### config.mk
export PLATFORM = sky130hd
export DESIGN_NAME = crc32_packet_validator_top
export DESIGN_NICKNAME = d
export VERILOG_FILES = /design/src/design/cpv_pkg.sv /design/src/design/cpv_in_stage.sv /design/src/design/cpv_line_check.sv /design/src/design/cpv_out_stage.sv /design/src/design/crc32_packet_validator_top.sv
export SDC_FILE = /design/constraint.sdc
export NUM_CORES = 1
export LEC_CHECK = 0
export BUFFER_PORTS_ARGS = -buffer_cell sky130_fd_sc_hd__buf_4
export CORE_UTILIZATION = 45
export DETAILED_ROUTE_END_ITERATION = 10
export GPL_TIMING_DRIVEN = 0
export PLACE_DENSITY = 0.71
export SETUP_SLACK_MARGIN = 0.05
export SLEW_MARGIN = 20
export SYNTH_ARGS = -nofsm -noshare
export SYNTH_HDL_FRONTEND = slang
export SYNTH_SLANG_ARGS = --single-unit
### constraint.sdc
create_clock -name clk -period 7.1 [get_ports clk]
set_input_delay 1.42 -clock clk [delete_from_list [all_inputs] [get_ports clk]]
set_output_delay 1.42 -clock clk [all_outputs]
set_load 0.03 [all_outputs]
### src/design/cpv_pkg.sv
// Shared types, constants and the bytewise CRC-32 step for the packet validator.
// Used by every module of the validator; depends on nothing.
package cpv_pkg;

    localparam int unsigned MAX_DATA    = 4;
    localparam int unsigned STORE_DEPTH = 4;

    localparam logic [31:0] CRC_POLY   = 32'hEDB8_8320;
    localparam logic [31:0] CRC_INIT   = 32'hFFFF_FFFF;
    localparam logic [7:0]  DIGIT_ZERO = 8'h30;
    localparam logic [7:0]  DIGIT_MAX  = DIGIT_ZERO + 8'(MAX_DATA);

    // Reset values of the configuration registers
    localparam logic [7:0] HEADER_RESET  = 8'h5A;
    localparam logic [7:0] COMMAND_RESET = 8'h30;
    localparam logic [7:0] END_RESET     = 8'hB2;

    // Configuration register indexes
    localparam logic [1:0] CFG_HEADER  = 2'd0;
    localparam logic [1:0] CFG_COMMAND = 2'd1;
    localparam logic [1:0] CFG_END     = 2'd2;

    // Result status codes; ST_OK also means "no error yet" in the line state
    typedef enum logic [2:0] {
        ST_OK      = 3'd0,
        ST_HEADER  = 3'd1,
        ST_COMMAND = 3'd2,
        ST_LENGTH  = 3'd3,
        ST_END     = 3'd4,
        ST_CRC     = 3'd5,
        ST_TRUNC   = 3'd6
    } status_t;

    typedef struct packed {
        logic [7:0] rx_byte;
        logic       end_of_line;
    } rx_item_t;

    typedef struct packed {
        status_t                        status;
        logic [2:0]                     data_count;
        logic [STORE_DEPTH-1:0][7:0]    data;
    } result_t;

    // One byte through the reflected CRC-32, unrolled into XOR logic
    function automatic logic [31:0] crc32_byte(input logic [31:0] crc, input logic [7:0] b);
        logic [31:0] c;
        c = crc ^ {24'd0, b};
        for (int k = 0; k < 8; k++)
        begin
            c = c[0] ? ((c >> 1) ^ CRC_POLY) : (c >> 1);
        end
        return c;
    endfunction

endpackage

### src/design/cpv_in_stage.sv
// Input register of the packet validator: holds one received item.
// Depends on cpv_pkg for the item type.
module cpv_in_stage (
    input  logic              clk,
    input  logic              rst_n,
    input  logic              accept,
    input  cpv_pkg::rx_item_t item_in,
    input  logic              advance,
    output logic              valid,
    output cpv_pkg::rx_item_t item
);
    import cpv_pkg::*;

    logic     valid_reg;
    logic     valid_next;
    rx_item_t item_reg;

    // Occupancy: fill on accept, empty when the item moves on
    always_comb
    begin
        valid_next = valid_reg;
        if (accept)
        begin
            valid_next = 1'b1;
        end
        else if (advance)
        begin
            valid_next = 1'b0;
        end
    end

    always_ff @(posedge clk or negedge rst_n)
    begin
        if (!rst_n)
        begin
            valid_reg <= 1'b0;
        end
        else
        begin
            valid_reg <= valid_next;
        end
    end

    // Payload, no reset
    always_ff @(posedge clk)
    begin
        if (accept)
        begin
            item_reg <= item_in;
        end
    end

    assign valid = valid_reg;
    assign item  = item_reg;

endmodule

### src/design/cpv_line_check.sv
// Line state of the packet validator: field checks, CRC, payload capture and
// the result of the line. Depends on cpv_pkg.
module cpv_line_check (
    input  logic              clk,
    input  logic              rst_n,
    input  logic              step,
    input  cpv_pkg::rx_item_t item,
    input  logic [7:0]        header_byte,
    input  logic [7:0]        command_byte,
    input  logic [7:0]        end_byte,
    output cpv_pkg::result_t  result
);
    import cpv_pkg::*;

    logic [3:0]                  pos_reg, pos_next;
    logic [2:0]                  len_reg, len_next;
    logic [STORE_DEPTH-1:0][7:0] store_reg, store_next;
    logic [31:0]                 crc_reg, crc_next;
    logic [31:0]                 rcrc_reg, rcrc_next;
    status_t                     err_reg, err_next;

    logic [3:0] end_pos;
    logic [3:0] crc_lim;
    logic [3:0] end_mark;
    logic [3:0] end_pos_next;
    logic [3:0] pos_minus3;
    logic [3:0] crc_off;
    logic [3:0] seen;
    logic [7:0] digit;
    logic       active;
    logic [7:0] b;

    assign b          = item.rx_byte;
    assign end_pos    = {1'b0, len_reg} + 4'd8;
    assign crc_lim    = {1'b0, len_reg} + 4'd4;
    assign end_mark   = {1'b0, len_reg} + 4'd3;
    assign pos_minus3 = pos_reg - 4'd3;
    assign crc_off    = pos_reg - crc_lim;
    assign digit      = b - DIGIT_ZERO;
    assign active     = (err_reg == ST_OK) && (pos_reg < end_pos);

    // Take one byte: position decides which check or capture applies
    always_comb
    begin
        pos_next   = pos_reg;
        len_next   = len_reg;
        store_next = store_reg;
        crc_next   = crc_reg;
        rcrc_next  = rcrc_reg;
        err_next   = err_reg;
        if (active)
        begin
            if (pos_reg < crc_lim)
            begin
                crc_next = crc32_byte(crc_reg, b);
            end
            priority if (pos_reg == 4'd0)
            begin
                if (b != header_byte)
                begin
                    err_next = ST_HEADER;
                end
            end
            else if (pos_reg == 4'd1)
            begin
                if (b != command_byte)
                begin
                    err_next = ST_COMMAND;
                end
            end
            else if (pos_reg == 4'd2)
            begin
                if (b < DIGIT_ZERO || b > DIGIT_MAX)
                begin
                    err_next = ST_LENGTH;
                end
                else
                begin
                    len_next = digit[2:0];
                end
            end
            else if (pos_reg < end_mark)
            begin
                store_next[pos_minus3[1:0]] = b;
            end
            else if (pos_reg == end_mark)
            begin
                if (b != end_byte)
                begin
                    err_next = ST_END;
                end
            end
            else
            begin
                // Received CRC, little-endian
                rcrc_next[{crc_off[1:0], 3'b000} +: 8] = b;
            end
            if (err_next == ST_OK)
            begin
                pos_next = pos_reg + 4'd1;
            end
        end
    end

    // Result of the line, from the state after this byte
    assign end_pos_next = {1'b0, len_next} + 4'd8;
    assign seen         = pos_next - 4'd3;

    always_comb
    begin
        priority if (err_next != ST_OK)
        begin
            result.status = err_next;
        end
        else if (pos_next < end_pos_next)
        begin
            result.status = ST_TRUNC;
        end
        else if ((crc_next ^ CRC_INIT) != rcrc_next)
        begin
            result.status = ST_CRC;
        end
        else
        begin
            result.status = ST_OK;
        end

        priority if (pos_next <= 4'd3)
        begin
            result.data_count = 3'd0;
        end
        else if (seen > {1'b0, len_next})
        begin
            result.data_count = len_next;
        end
        else
        begin
            result.data_count = seen[2:0];
        end

        for (int i = 0; i < STORE_DEPTH; i++)
        begin
            result.data[i] = (3'(i) < result.data_count) ? store_next[i] : 8'd0;
        end
    end

    // State registers; end of line restores the line to its start
    always_ff @(posedge clk or negedge rst_n)
    begin
        if (!rst_n)
        begin
            pos_reg   <= 4'd0;
            len_reg   <= 3'd0;
            store_reg <= '0;
            crc_reg   <= CRC_INIT;
            rcrc_reg  <= 32'd0;
            err_reg   <= ST_OK;
        end
        else if (step)
        begin
            if (item.end_of_line)
            begin
                pos_reg   <= 4'd0;
                len_reg   <= 3'd0;
                store_reg <= '0;
                crc_reg   <= CRC_INIT;
                rcrc_reg  <= 32'd0;
                err_reg   <= ST_OK;
            end
            else
            begin
                pos_reg   <= pos_next;
                len_reg   <= len_next;
                store_reg <= store_next;
                crc_reg   <= crc_next;
                rcrc_reg  <= rcrc_next;
                err_reg   <= err_next;
            end
        end
    end

    // Position saturates at the packet end
    a_pos_bound: assert property (@(posedge clk) disable iff (!rst_n)
        pos_reg <= end_pos)
        else $error("byte position beyond packet end");

    // A finished line leaves a clean state
    a_line_clear: assert property (@(posedge clk) disable iff (!rst_n)
        step && item.end_of_line |=> pos_reg == 4'd0 && err_reg == ST_OK && crc_reg == CRC_INIT)
        else $error("line state not cleared after end of line");

    // After a failure the position freezes until the line ends
    a_err_freeze: assert property (@(posedge clk) disable iff (!rst_n)
        err_reg != ST_OK && !(step && item.end_of_line) |=> $stable(pos_reg))
        else $error("position moved after a failed check");

endmodule

### src/design/cpv_out_stage.sv
// Result register of the packet validator: holds one result until taken.
// Depends on cpv_pkg for the result type.
module cpv_out_stage (
    input  logic             clk,
    input  logic             rst_n,
    input  logic             load,
    input  cpv_pkg::result_t result_in,
    input  logic             stall,
    output logic             valid,
    output cpv_pkg::result_t result
);
    import cpv_pkg::*;

    logic    valid_reg;
    logic    valid_next;
    result_t result_reg;

    // Full on load, empty once the receiver takes it
    always_comb
    begin
        valid_next = valid_reg;
        if (load)
        begin
            valid_next = 1'b1;
        end
        else if (!stall)
        begin
            valid_next = 1'b0;
        end
    end

    always_ff @(posedge clk or negedge rst_n)
    begin
        if (!rst_n)
        begin
            valid_reg <= 1'b0;
        end
        else
        begin
            valid_reg <= valid_next;
        end
    end

    always_ff @(posedge clk)
    begin
        if (load)
        begin
            result_reg <= result_in;
        end
    end

    assign valid  = valid_reg;
    assign result = result_reg;

endmodule

### src/design/crc32_packet_validator_top.sv
// Top level of the CRC-32 framed packet validator.
// Depends on cpv_pkg, cpv_in_stage, cpv_line_check and cpv_out_stage.
//
// Usage:
//   Receive channel (rx_valid/rx_stall): one item per received byte, with
//   end_of_line high on the last byte of the line. Result channel
//   (res_valid/res_stall): one item per line, carrying status, data_count
//   and up to four payload bytes. An item moves on a clock edge where valid
//   is high and stall is low.
//   Configuration (cfg_valid/cfg_ready, cfg_index, cfg_data): writes the
//   header, command and end bytes; cfg_ready is always high. Write only
//   while no line is in progress.
//   The end-of-line item waits in the input register; its result is then
//   loaded into the result register. Throughput: one byte per cycle unless
//   rx is stalled; a byte's CRC update is XOR logic in the line stage.
//   Stall: while a result waits, bytes that produce no result keep flowing;
//   an end-of-line byte waits in the input register, which then stalls rx.
//   Reset: config registers return to 0x5A/0x30/0xB2 and the line state is
//   empty; both channels come up idle.
module crc32_packet_validator_top (
    input  logic       clk,
    input  logic       rst_n,
    input  logic       rx_valid,
    output logic       rx_stall,
    input  logic [7:0] rx_byte,
    input  logic       end_of_line,
    output logic       res_valid,
    input  logic       res_stall,
    output logic [2:0] status,
    output logic [2:0] data_count,
    output logic [7:0] data_0,
    output logic [7:0] data_1,
    output logic [7:0] data_2,
    output logic [7:0] data_3,
    input  logic       cfg_valid,
    output logic       cfg_ready,
    input  logic [1:0] cfg_index,
    input  logic [7:0] cfg_data
);
    import cpv_pkg::*;

    logic [7:0] header_reg;
    logic [7:0] command_reg;
    logic [7:0] end_reg;

    rx_item_t   rx_item;
    rx_item_t   s1_item;
    logic       s1_valid;
    logic       rx_accept;
    logic       advance;
    logic       res_load;
    result_t    line_result;
    result_t    res_result;

    // Configuration registers
    assign cfg_ready = 1'b1;

    always_ff @(posedge clk or negedge rst_n)
    begin
        if (!rst_n)
        begin
            header_reg  <= HEADER_RESET;
            command_reg <= COMMAND_RESET;
            end_reg     <= END_RESET;
        end
        else if (cfg_valid && cfg_ready)
        begin
            unique case (cfg_index)
                CFG_HEADER:  header_reg  <= cfg_data;
                CFG_COMMAND: command_reg <= cfg_data;
                CFG_END:     end_reg     <= cfg_data;
                default:     ;
            endcase
        end
    end

    // Flow control: only an end-of-line item needs room in the result register
    assign advance   = s1_valid && (!s1_item.end_of_line || !res_valid || !res_stall);
    assign rx_stall  = s1_valid && !advance;
    assign rx_accept = rx_valid && !rx_stall;
    assign res_load  = advance && s1_item.end_of_line;

    assign rx_item.rx_byte     = rx_byte;
    assign rx_item.end_of_line = end_of_line;

    cpv_in_stage u_in_stage (
        .clk     (clk),
        .rst_n   (rst_n),
        .accept  (rx_accept),
        .item_in (rx_item),
        .advance (advance),
        .valid   (s1_valid),
        .item    (s1_item)
    );

    cpv_line_check u_line_check (
        .clk          (clk),
        .rst_n        (rst_n),
        .step         (advance),
        .item         (s1_item),
        .header_byte  (header_reg),
        .command_byte (command_reg),
        .end_byte     (end_reg),
        .result       (line_result)
    );

    cpv_out_stage u_out_stage (
        .clk       (clk),
        .rst_n     (rst_n),
        .load      (res_load),
        .result_in (line_result),
        .stall     (res_stall),
        .valid     (res_valid),
        .result    (res_result)
    );

    // Result fields
    assign status     = res_result.status;
    assign data_count = res_result.data_count;
    assign data_0     = res_result.data[0];
    assign data_1     = res_result.data[1];
    assign data_2     = res_result.data[2];
    assign data_3     = res_result.data[3];

    // A waiting result is never overwritten
    a_no_overrun: assert property (@(posedge clk) disable iff (!rst_n)
        !(res_load && res_valid && res_stall))
        else $error("result overwritten while stalled");

    // Receive stall only comes from a held item
    a_stall_cause: assert property (@(posedge clk) disable iff (!rst_n)
        rx_stall |-> s1_valid && s1_item.end_of_line && res_valid && res_stall)
        else $error("rx stalled without a blocked end-of-line item");

    // A finished line shows up as a result next cycle
    a_result_shown: assert property (@(posedge clk) disable iff (!rst_n)
        res_load |=> res_valid)
        else $error("line result not presented");

endmodule
==> results.md <==
- The run finished with clean final reports.
- In this run the most critical hold path is launched from u_line_check.store_reg[31].
- Clock skew on the completed layout was measured at around 17 ps.
- Setup violations remaining at the end of the flow were counted as 0.
- The mapped netlist covers between 10,000 and 15,000 um2.
- The endpoint identified for the worst register-to-register timing path is u_out_stage.result[22].
- The final number of hold-violating endpoints is 0.
- The gate family responsible for the most delay along the worst path is compound AO/OA/AOI/OAI gates.
- For the worst setup path, the data arrival time is roughly 6600 ps.
- For this design the static power due to leakage is approximately 4.8 nW.
- The most instantiated flip-flop cell in the synthesis netlist is dfrtp_1.
- The number of slew-limit violations in the final report came to 0.
- The first global-routing pass estimated 48.2 mm of wire.
- The first routing iteration left around 790 violations.
- Of the total synthesized cell area, the portion taken by full adders, half adders and majority gates is 0.0341.
- At the end of routability-driven placement, the weighted congestion stood at 0.920.
- The area of the core region is roughly 24,000 um2.
- The multiplexer share of the synthesized area is 0.0447.
- For this run, the top clock speed supported by timing is 155 MHz.
- The class of the worst hold path is flop to flop.
- The path with the worst hold slack has its endpoint at u_line_check.store_reg[31].
- Clock-pin slew was measured on the worst setup and hold paths at roughly 80 ps.
- The sequential fraction of the synthesis area is 0.439.
- The element type at the critical path end is a flop.
- The initial antenna violation count is 0.
- The beginning of the worst register-to-register path is u_line_check.pos_reg[0].
- Of the available clock period, the critical path in the final layout requires 0.908.
- Counting I/O delays and the setup requirement, the final critical path takes roughly 6400 ps.
- In this design, the stage delay of the slowest critical-path cell is 630 ps.
- The most area-hungry cell type in the Yosys netlist is dfrtp_1.
- The critical-path maximum fanout is 10.
- The number of vias after detailed routing is about 8,900.
- The dominant combinational cell family by area after synthesis is compound AO/OA/AOI/OAI gates.
- Of the total synthesized cell area, the portion taken by XOR and XNOR cells is 0.121.
- The number of H-tree levels is 4.
- Across every metal layer, demand over resource in global routing totals 0.258.
- Setup repair after global routing left no endpoint under its margin.
- 0 antenna diodes ended up in the layout.
- The number of enable flip-flop cells after synthesis is 47.
- The signal on the critical path passes through inv_1, ha_1, inv_1, fa_1, a21o_1, a2111oi_4, nor2b_1, a31oi_1, a211oi_1, o21ai_0, ha_1, xnor2_1, ha_1, nand2_1, nor2_1, a21oi_1, o21bai_1, a211o_1, clkbuf_1, o221a_2, a21oi_1.
- The master cell of the clock root buffer is clkbuf_16.
- Counting flops and latches in the post-synthesis netlist gives 179.
- The pin count of the biggest net entering global routing is 69.
- The count of pins on the block boundary is 65.
- The TritonCTS clock tree is done.
- The number of global-route vias before repair is roughly 8,600.
- After detailed routing, the total wire length is about 31 mm.
- The register with the most flip-flops in the layout has 38 of them.
- The type of the worst setup path is flop to flop.
- The floorplan has 56 rows.
- The die height is about 160 um.
- The power density over the cells is around 420 nW/um2.
- The final core area utilization is 0.527.
- In this run the horizontal extent of the chip is about 160 um.
- Summed over all layers, the global routing overflow is 0.
- The category of the worst setup path launch point is a flop.
- The distinct cell type count after synthesis is between 70 and 80.
- By area the synthesized netlist is led by dfrtp_1 21%, edfxtp_1 13%, dfstp_2 10%, nand2_1 5.5%, xnor2_1 5.1%.
- In the final layout, the share of cells above drive strength 1 is 0.176.
- The required time of the worst setup path is about 7300 ps.
- The slowest stage of the critical path belongs to the cell a2111oi_4.
- The actual transition at the worst max-transition pin is ~1000 ps.
- The buffers plus inverters on the worst setup path is 3.
- After detailed routing, the number of vias per cell comes to around 5.9.
- The largest vdd supply drop is approximately 210 uV.
- The yosys synthesis warning count is 0.
- The residual DRC count is 0.
- The worst slew slack as a fraction of its limit is 0.310.
- The clock net sink count is between 150 and 200.
- The fraction of registers with async set/reset is 0.737.
- The number of clock buffers added by TritonCTS is 17.
- The synthesized-area fraction occupied by ao, oa, aoi and oai cells came to 0.186.
- The max-cap check violation count is 0.
- Of the total synthesized cell area, the portion taken by AND, OR, NAND and NOR gates is 0.140.
- For the worst-skew pair, the clock arrives at the later sink with an insertion delay of about 440 ps.
- The worst setup slack for register-to-register paths is about 650 ps.
- The number of nets in the layout is roughly 1,200.
- Summed over all nets, the half-perimeter wirelength after detailed placement is roughly 22 mm.
- The average instance in the mapped netlist occupies just under 10 um2.
- In this run the remaining antenna-violating nets after routing total 0.
- The number of cell instances on the worst register-to-register path is 21.
- After detailed routing, the average wire length per cell comes to 20.2 um.
- The cell that appears most often on the critical path is ha_1.
- The cell depth of the worst min-delay path is 1.
- The sum of negative setup slack is 0 ps.
- Buffers placed on the I/O ports in this run total between 60 and 70.
- The maximum buffer depth of the clock tree is 2.
- The first TritonRoute pass finished after 6 iterations.
- The die covers ~25,000 um2.
- Of the post-synthesis cell area, the dominant cell type holds 0.207.
- Counting every instance in the synthesized netlist gives about 1,100.
- The initial standard-cell utilization of the core is 0.461.
- The area growth from synthesis to final layout is 14.2%.
- The net count after synthesis is 1,152.
cells in the mapped netlist (all sizes together) (4+ instances only):
master    n
a21boi   11
nor3     12
a21oi    81
xor2     36
nand2b   12
ha       28
o21ai    95
nand4     9
and2      8
dfstp    42
nand3    14
and3      6
a21o      4
inv      29
o21a     11
nor2     52
dfrtp    90
o211ai    8
xnor3     9
xnor2    72
a22oi    38
nand3b    5
mux2     33
edfxtp   47
nor4     19
clkbuf   38
nand2   159
o22a     28
a31oi     4
or3       7
buf      19
mux2i    11
nor2b     6
area by class of cell:
type                            count  area [um2]
Fill cell                        2192       11100
Multi-Input combinational cell    831        5740
Clock inverter                     15         184
Buffer                             57         250
Sequential cell                   179        4770
Timing Repair Buffer               64         508
Inverter                           32         120
Tap cell                          319         399
Clock buffer                       17         425
layout by cell type (no fill, tap or decap), drive strengths merged, types with 5 or more instances in the layout:
master and n:
dfrtp 90, mux2 33, o211ai 8, nand2b 12, a21boi 11, a21oi 81, clkbuf 55, nand2 159
a22oi 38, mux2i 11, xnor2 72, edfxtp 47, xor2 36, nor2 52, o21a 11, nor3 12
o22a 28, and3 6, or3 7, ha 28, o21ai 95, xnor3 9, nand3b 5, nand4 9
dfstp 42, buf 83, clkinv 9, and2 8, nand3 14, nor4 19, inv 37, nor2b 6
stage by stage:
stage / cell area (um2) / power, mW / hold WS, ps / setup WS (ps) / instances
finish: 12400 / 5.22 / 486 / 651 / 1514
CTS: 12400 / 5.18 / 486 / 714 / 1514
floorplan: 10900 / 3.54 / 444 / 1790 / 1099
global route: 12400 / 5.50 / 500 / 126 / 1514
detailed placement: 11800 / 4.20 / 469 / 708 / 1482
global placement: 11700 / 4.17 / 459 / 852 / 1481
power breakdown:
part	switching, mW	internal, mW	leakage [nW]
sequential	0.158	1.30	2.11
clock	0.468	0.508	0.299
combinational	1.56	1.23	2.39
metal layers:
layer / track usage / vias up / share of wire
met3: 0.0396 / 49 / 0.069
met1: 0.353 / 4356 / 0.43
li1: - / 4114 / -
met5: 0 / - / 0
met4: 0.0971 / 0 / 0.028
met2: 0.413 / 340 / 0.47
worst max-delay path by stage:
| stage | end | slack, ps | from | cells past startpoint |
|---|---|---|---|---|
| 6_report | u_out_stage.result[22] | 650 | u_line_check.pos_reg[0] | 21 |
| 5_1_grt | u_out_stage.result[16] | 130 | u_line_check.pos_reg[0] | 21 |
| 4_1_cts | u_out_stage.result[1] | 710 | u_line_check.pos_reg[0] | 22 |
| 3_5_place_dp | u_out_stage.result[1] | 710 | u_line_check.pos_reg[0] | 22 |
| 3_3_place_gp | u_out_stage.result[1] | 850 | u_line_check.pos_reg[0] | 22 |
| 2_1_floorplan | u_out_stage.result[16] | 1790 | u_line_check.pos_reg[0] | 21 |
cell families (layout without fill, tap and decap cells):
logic type | Yosys count | in the layout
buffers and inverters | 89 | 185
multiplexers | 44 | 44
XOR/XNOR | 118 | 118
AO/OA/AOI/OAI | 314 | 314
other | 1 | 1
flip-flops | 179 | 179
AND/OR/NAND/NOR | 325 | 325
adder cells (fa/ha/maj) | 29 | 29
repair_timing:
| action | 4_1_cts | 5_1_grt |
|---|---|---|
| resized for setup | 0 | 1 |
| buffers inserted | 0 | 0 |
| setup endpoints to repair | 0 | 1 |
| hold buffers | 0 | 0 |
No activity file was read; power rests on OpenSTA's default activity.
